File: config.mk
export PLATFORM = sky130hd
export DESIGN_NAME = odo_div
export DESIGN_NICKNAME = d
export VERILOG_FILES = /design/src/hdl/odo_pkg.sv /design/src/hdl/odo_div.sv
export SDC_FILE = /design/constraint.sdc
export NUM_CORES = 1
export LEC_CHECK = 0
export BUFFER_PORTS_ARGS = -buffer_cell sky130_fd_sc_hd__buf_2
export CAP_MARGIN = 15
export CORE_MARGIN = 4
export CORE_UTILIZATION = 53
export CTS_BUF_LIST = sky130_fd_sc_hd__clkbuf_8 sky130_fd_sc_hd__clkbuf_16
export DETAILED_ROUTE_END_ITERATION = 10
export PLACE_DENSITY_LB_ADDON = 0.3
export SYNTH_ARGS = -nofsm -noshare
export SYNTH_HDL_FRONTEND = slang
export SYNTH_SLANG_ARGS = --single-unit
export TNS_END_PERCENT = 5
File: constraint.sdc
create_clock -name aclk -period 3.85 [get_ports aclk]
set_input_delay 0.385 -clock aclk [delete_from_list [all_inputs] [get_ports aclk]]
set_output_delay 0.385 -clock aclk [all_outputs]
set_load 0.02 [all_outputs]
File: src/hdl/odo_pkg.sv
// Shared types, constants and saturation helpers for the wheel odometry block.
package odo_pkg;

    // Number of CORDIC rotations per angle (valid range 12 to 32).
    localparam int CORDIC_STEPS = 24;
    localparam int STEP_W       = 5;

    // Angles are in 2^-28 rad.
    localparam logic signed [33:0] PI_Q      = 34'sd843314857;
    localparam logic signed [33:0] TWO_PI_Q  = 34'sd1686629713;
    localparam logic signed [33:0] WRAP_HI_Q = 34'sd843314855;
    localparam logic signed [31:0] PI_Q32    = 32'sd843314857;
    localparam logic signed [31:0] HALF_PI_Q = 32'sd421657428;
    localparam logic signed [32:0] CORDIC_GAIN_Q = 33'sd652032874;

    // Arctangent of 2^-i in 2^-28 rad.
    localparam logic [27:0] ATAN_TAB [32] = '{
        28'd210828714, 28'd124459457, 28'd65760959, 28'd33381290, 28'd16755422,
        28'd8385879, 28'd4193963, 28'd2097109, 28'd1048571, 28'd524287,
        28'd262144, 28'd131072, 28'd65536, 28'd32768, 28'd16384, 28'd8192,
        28'd4096, 28'd2048, 28'd1024, 28'd512, 28'd256, 28'd128, 28'd64,
        28'd32, 28'd16, 28'd8, 28'd4, 28'd2, 28'd1, 28'd0, 28'd0, 28'd0
    };

    localparam logic signed [31:0] TICK_LIMIT = 32'sd65535;

    // Configuration register indexes.
    localparam logic [1:0] REG_SLOTS = 2'd0;
    localparam logic [1:0] REG_CIRC  = 2'd1;
    localparam logic [1:0] REG_BASE  = 2'd2;

    // Shared divider sizing.
    localparam int DIV_NUM_W = 42;
    localparam int DIV_DEN_W = 24;
    localparam int DIV_CNT_W = 6;
    localparam logic [DIV_CNT_W-1:0] WHEEL_DIV_STEPS = 6'd42;
    localparam logic [DIV_CNT_W-1:0] RATIO_DIV_STEPS = 6'd33;

    typedef struct packed {
        logic                 load;
        logic [DIV_NUM_W-1:0] num;
        logic [DIV_DEN_W-1:0] rem;
        logic [DIV_DEN_W-1:0] den;
        logic [DIV_CNT_W-1:0] steps;
    } odo_div_req_t;

    typedef enum logic [4:0] {
        ST_IDLE, ST_MUL_L, ST_LOAD_L, ST_DIV_L, ST_FIN_L,
        ST_MUL_R, ST_LOAD_R, ST_DIV_R, ST_FIN_R,
        ST_SUMDIFF, ST_LOAD_H, ST_DIV_H, ST_FIN_H,
        ST_ANG, ST_WRAP_A, ST_CORD_INIT, ST_CORD, ST_CORD_FIN,
        ST_MX_LO, ST_MX_HI, ST_MX_FIN, ST_MY_LO, ST_MY_HI, ST_MY_FIN,
        ST_POSE, ST_WRAP_H, ST_OUT
    } odo_state_t;

    // Signed 40-bit result from sign and magnitude, saturated.
    function automatic logic signed [39:0] sat40(input logic neg, input logic [42:0] mag);
        logic [43:0] neg_mag;
        neg_mag = 44'd0 - {1'b0, mag};
        if (neg) begin
            if (mag > 43'd549755813888) return 40'sh80_0000_0000;
            return neg_mag[39:0];
        end
        if (mag > 43'd549755813887) return 40'sh7F_FFFF_FFFF;
        return mag[39:0];
    endfunction

    // Signed 32-bit result from sign and magnitude, saturated or forced to a limit.
    function automatic logic signed [31:0] sat32(input logic neg, input logic force_sat,
                                                 input logic [33:0] mag);
        logic [34:0] neg_mag;
        neg_mag = 35'd0 - {1'b0, mag};
        if (neg) begin
            if (force_sat || mag > 34'd2147483648) return 32'sh8000_0000;
            return neg_mag[31:0];
        end
        if (force_sat || mag > 34'd2147483647) return 32'sh7FFF_FFFF;
        return mag[31:0];
    endfunction

    // Saturating 48-bit accumulate.
    function automatic logic signed [47:0] sat48_add(input logic signed [47:0] acc,
                                                     input logic signed [39:0] inc);
        logic signed [48:0] s;
        s = 49'(acc) + 49'(inc);
        if (s > 49'sh0_7FFF_FFFF_FFFF) return 48'sh7FFF_FFFF_FFFF;
        if (s < -49'sh0_8000_0000_0000) return 48'sh8000_0000_0000;
        return s[47:0];
    endfunction

endpackage

File: src/hdl/odo_div.sv
// Bit-serial restoring divider shared by the wheel distance and heading ratios.
module odo_div (
    input  logic                             aclk,
    input  logic                             aresetn,
    input  odo_pkg::odo_div_req_t            req,
    output logic                             done,
    output logic [odo_pkg::DIV_NUM_W-1:0]    quot
);
    import odo_pkg::*;

    logic [DIV_NUM_W-1:0] num_reg, num_next;
    logic [DIV_DEN_W-1:0] rem_reg, rem_next;
    logic [DIV_DEN_W-1:0] den_reg;
    logic [DIV_CNT_W-1:0] cnt_reg;
    logic                 busy_reg;
    logic                 done_reg;
    logic [DIV_DEN_W:0]   rem_sh;
    logic [DIV_DEN_W:0]   rem_sub;
    logic                 ge;

    // One quotient bit per cycle; quotient bits shift in at the bottom of the numerator.
    always_comb begin
        rem_sh   = {rem_reg, num_reg[DIV_NUM_W-1]};
        rem_sub  = rem_sh - {1'b0, den_reg};
        ge       = (rem_sh >= {1'b0, den_reg});
        rem_next = ge ? rem_sub[DIV_DEN_W-1:0] : rem_sh[DIV_DEN_W-1:0];
        num_next = {num_reg[DIV_NUM_W-2:0], ge};
    end

    // Control: busy flag, step count and completion pulse.
    always_ff @(posedge aclk) begin
        if (!aresetn) begin
            busy_reg <= 1'b0;
            done_reg <= 1'b0;
            cnt_reg  <= '0;
        end else begin
            done_reg <= 1'b0;
            if (req.load) begin
                busy_reg <= 1'b1;
                cnt_reg  <= req.steps;
            end else if (busy_reg) begin
                cnt_reg <= cnt_reg - 1'b1;
                if (cnt_reg == DIV_CNT_W'(1)) begin
                    busy_reg <= 1'b0;
                    done_reg <= 1'b1;
                end
            end
        end
    end

    // Operands and partial remainder.
    always_ff @(posedge aclk) begin
        if (req.load) begin
            num_reg <= req.num;
            rem_reg <= req.rem;
            den_reg <= req.den;
        end else if (busy_reg) begin
            num_reg <= num_next;
            rem_reg <= rem_next;
        end
    end

    assign done = done_reg;
    assign quot = num_reg;

endmodule

==> impl_results.rst <==
.. list-table::
   :header-rows: 1

   * - Metric
     - Value
   * - Status
     - complete, no violations
   * - Post-synthesis share of cell area spent on xor and xnor gates
     - 0.0391
   * - Synth cell types
     - 53
   * - Pin count of the biggest net entering global routing
     - 86
   * - Die Y-Extent
     - 109 um
   * - Maximum VDD drop
     - approximately 0.00034 V
   * - Number of max-cap violations
     - 0
   * - Syn Area/Cell
     - approximately 12 um2
   * - Worst Clk Skew
     - 0.0127 ns
   * - Net Count, Synth
     - 577
   * - Global Route Usage Sum
     - 0.211
   * - Area contributors post-synth
     - edfxtp_1, mux2_2, ha_1
   * - Starting density of the core
     - 0.548
   * - Min Hold Slack
     - ~0.17 ns
   * - Type of origin of the critical path
     - flip-flop
   * - Drt drc
     - 0
   * - Max FO, Critical Path
     - 4
   * - Yosys warning count
     - 0
   * - Std-Cell Core Area
     - ~9800 um2
   * - Root buffer cell
     - clkbuf_8
   * - FF-to-FF Start
     - quot[41]
   * - Gr ovfl total
     - 0
   * - Worst-path cell chain
     - inv_1 > ha_1 > fa_1 > nand2b_1 > a21oi_1 > a21oi_1 > o2111ai_1 > a311o_1 > a21oi_1 > xnor2_1 > a221o_1
   * - Fraction of the cycle the final worst path needs
     - 0.798
   * - Critical path startpoint
     - quot[41]
   * - Number of rows created at floorplan
     - 36
   * - Number of design-rule violations left by the first detailed-router iteration
     - about 210
   * - Total number of H-tree levels
     - 3
   * - CTS Hold Buffers Added
     - 0
   * - TNS Setup
     - 0 ns
   * - Layout Area Growth over Synthesis
     - 18.5%
   * - Gpl congestion
     - about 0.92
   * - Setup violation total in the final timing report
     - 0
   * - First-pass detailed-route iteration total
     - 5
   * - Leak pwr
     - between 2 and 3 nW
   * - Yosys reg bits
     - between 90 and 100
   * - Final Hold Violating Endpoints
     - 0
   * - Clock Latency Late Sink
     - 0.38 ns
   * - Number of antenna repair diodes
     - 0
   * - Count of buffers added by post-CTS timing repair for setup
     - 0
   * - Hold Path Depth
     - 1
   * - Sequential element share of the synthesized area
     - 0.532
   * - Buf+Inv Stages, Crit Path
     - 1
   * - Worst reg2reg setup slack
     - 0.78 ns
   * - Pins Over Slew Limit
     - 0
   * - Async set-or-reset flop fraction in the synthesized netlist
     - 0
   * - Area fraction in and, or, nand and nor cells after synthesis
     - 0.112
   * - Most common cell after layout, fill and taps aside
     - buf_2
   * - Number of global-route vias before repair
     - a little over 4000
   * - Count of cells resized by post-cts repair
     - 0
   * - Mux contribution to synthesized area
     - 0.0975
   * - PortBufs
     - 141
   * - Overall via count from detail_route
     - between 3000 and 4000
   * - Crit Path Class
     - reg -> reg
   * - Gate count after technology mapping
     - roughly 450
   * - Arrival time at the worst endpoint
     - approximately 3.2 ns
   * - Clock transition time at the flip-flop clock pins of the worst setup and hold paths
     - 0.10 ns
   * - Worst slew margin relative to its limit
     - 0.393
   * - CTS tree
     - yes
   * - Number of clock buffers inserted by TritonCTS
     - 9
   * - Fraction of post-synthesis cell area in the top cell type by area
     - 0.503
   * - Terminus of the critical flop-to-flop path
     - rem_reg[22]
   * - DIE WIDTH
     - 109 um
   * - Combinational family with the most area after synthesis
     - compound AO/OA/AOI/OAI gates
   * - Type of the worst min-delay path
     - in -> reg
   * - Number of top-level pins
     - around 140
   * - Detailed Route WL
     - approximately 12 mm
   * - Share of cells above drive strength 1
     - 0.350
   * - Remaining number of nets flagged by the antenna check after routing
     - 0
   * - Highest clock frequency the design can meet
     - roughly 0.33 GHz
   * - Slowest CP cell
     - fa_1
   * - RSZ-0062 raised after global routing
     - no
   * - Crit. path cell count
     - 11
   * - Dpl hpwl
     - about 8.6 mm
   * - Top cell by count, worst path
     - a21oi_1
   * - Area of the multi-input gates
     - between 2000 and 2500 um2
   * - Commonest cells after routing, fill and taps aside
     - buf_2, edfxtp_1, mux2_2
   * - Last element of the critical path
     - rem_reg[22]
   * - Fill cell count
     - 833
   * - Cell area after layout
     - between 6000 and 7000 um2
   * - Vias per std cell
     - ~5.4
   * - Clock tree sinks
     - 98
   * - Max reg flops
     - 42
   * - Transition time at the pin with the least slew margin
     - ~0.91 ns
   * - Layout net count
     - between 700 and 800
   * - Critical path endpoint category
     - flip-flop
   * - Min cycle time layout
     - 3.07 ns
   * - Synth Cell Area
     - roughly 5400 um2
   * - Number of antenna violations at the first check in global routing
     - 1
   * - Number of enable flip-flop cells after synthesis
     - 90
   * - Commonest register cell after synthesis
     - edfxtp_1
   * - Storage cell area
     - 2860 um2
   * - Die ar.
     - between 10000 and 15000 um2
   * - Area share of fa/ha/maj cells after synthesis
     - 0.0642
   * - Global-route wire length before repair
     - 19.2 mm
   * - Worst path top cell family by delay
     - compound AO/OA/AOI/OAI gates
   * - Worst EP required
     - between 3 and 4 ns
   * - Clock Tree Buf Depth
     - 2
   * - Compound-Gate Fraction of Synth Area
     - 0.116
   * - Placed standard-cell area
     - 6180 um2
   * - Logic depth of the worst register-to-register path
     - 11
   * - Power density over cell area
     - a little under 600 nW/um2
   * - Slowest cell delay on critical path
     - ~0.4 ns
   * - Post-detailed-route wirelength per cell
     - roughly 16 um
   * - Cell type with the highest aggregate area in the netlist
     - edfxtp_1
synth_stat cells, types with 4 or more instances:
library cell / number
a21oi_1: 25
a221o_1: 7
a31oi_1: 5
and2_1: 6
clkbuf_1: 11
dfxtp_1: 8
edfxtp_1: 90
ha_1: 26
inv_1: 32
mux2_2: 43
mux2i_1: 4
nand2_1: 38
nand2b_1: 5
nand3_1: 8
nand3b_1: 12
nor2_1: 19
nor2b_1: 7
nor3_1: 8
o21ai_0: 13
o311ai_0: 12
xnor2_1: 13
xor2_1: 11
area by class of cell:
class	instances	area share
sequential	98	0.449
multi-input combinational	302	0.362
timing repair buffer	143	0.114
tap	133	0.0261
clock buffer	9	0.0194
inverter	32	0.0189
clock inverter	7	0.0110
per-stage QoR:
| stage | util | worst slack (ns) | total power, mW | std cells |
|---|---|---|---|---|
| after floorplan | - | 0.989 | 2.71 | 451 |
| after global placement | 0.629 | 0.885 | 2.99 | 708 |
| after detailed placement | 0.629 | 0.759 | 3.05 | 708 |
| after CTS | 0.649 | 0.753 | 3.73 | 724 |
| after global routing | 0.649 | 0.559 | 3.97 | 724 |
| final | 0.649 | 0.776 | 3.70 | 724 |
metal layers:
metal / vias to the layer above / track usage / part of all wire
met5: - / 0 / 0.0011
met4: 2 / 0.0685 / 0.015
met3: 16 / 0.0864 / 0.090
met2: 138 / 0.349 / 0.49
met1: 1827 / 0.252 / 0.41
li1: 1959 / - / -
power breakdown:
part	switching (mW)	leakage [nW]	internal (mW)	total, mW
clock	0.364	0.0984	0.299	0.663
combinational	0.885	1.62	0.639	1.52
sequential	0.103	0.968	1.41	1.51
worst min-delay path by stage:
stage / startpoint / endpoint / slack (ns)
2_1_floorplan: req[6] / den_reg[0] / 0.48
3_3_place_gp: busy_reg / done / 0.52
3_5_place_dp: busy_reg / done / 0.54
4_1_cts: req[19] / den_reg[13] / 0.14
5_1_grt: req[22] / den_reg[16] / 0.14
6_report: req[19] / den_reg[13] / 0.17
cells by family (layout without fill, tap and decap cells):
family          count (synthesis)  count (layout)
compound gates                 86              86
xor+xnor                       24              24
fa+ha+maj                      27              27
buf+inv                        51             191
flops                          98              98
mux                            47              47
simple gates                  118             118
Note: power is estimated with default switching activity, not from simulation.
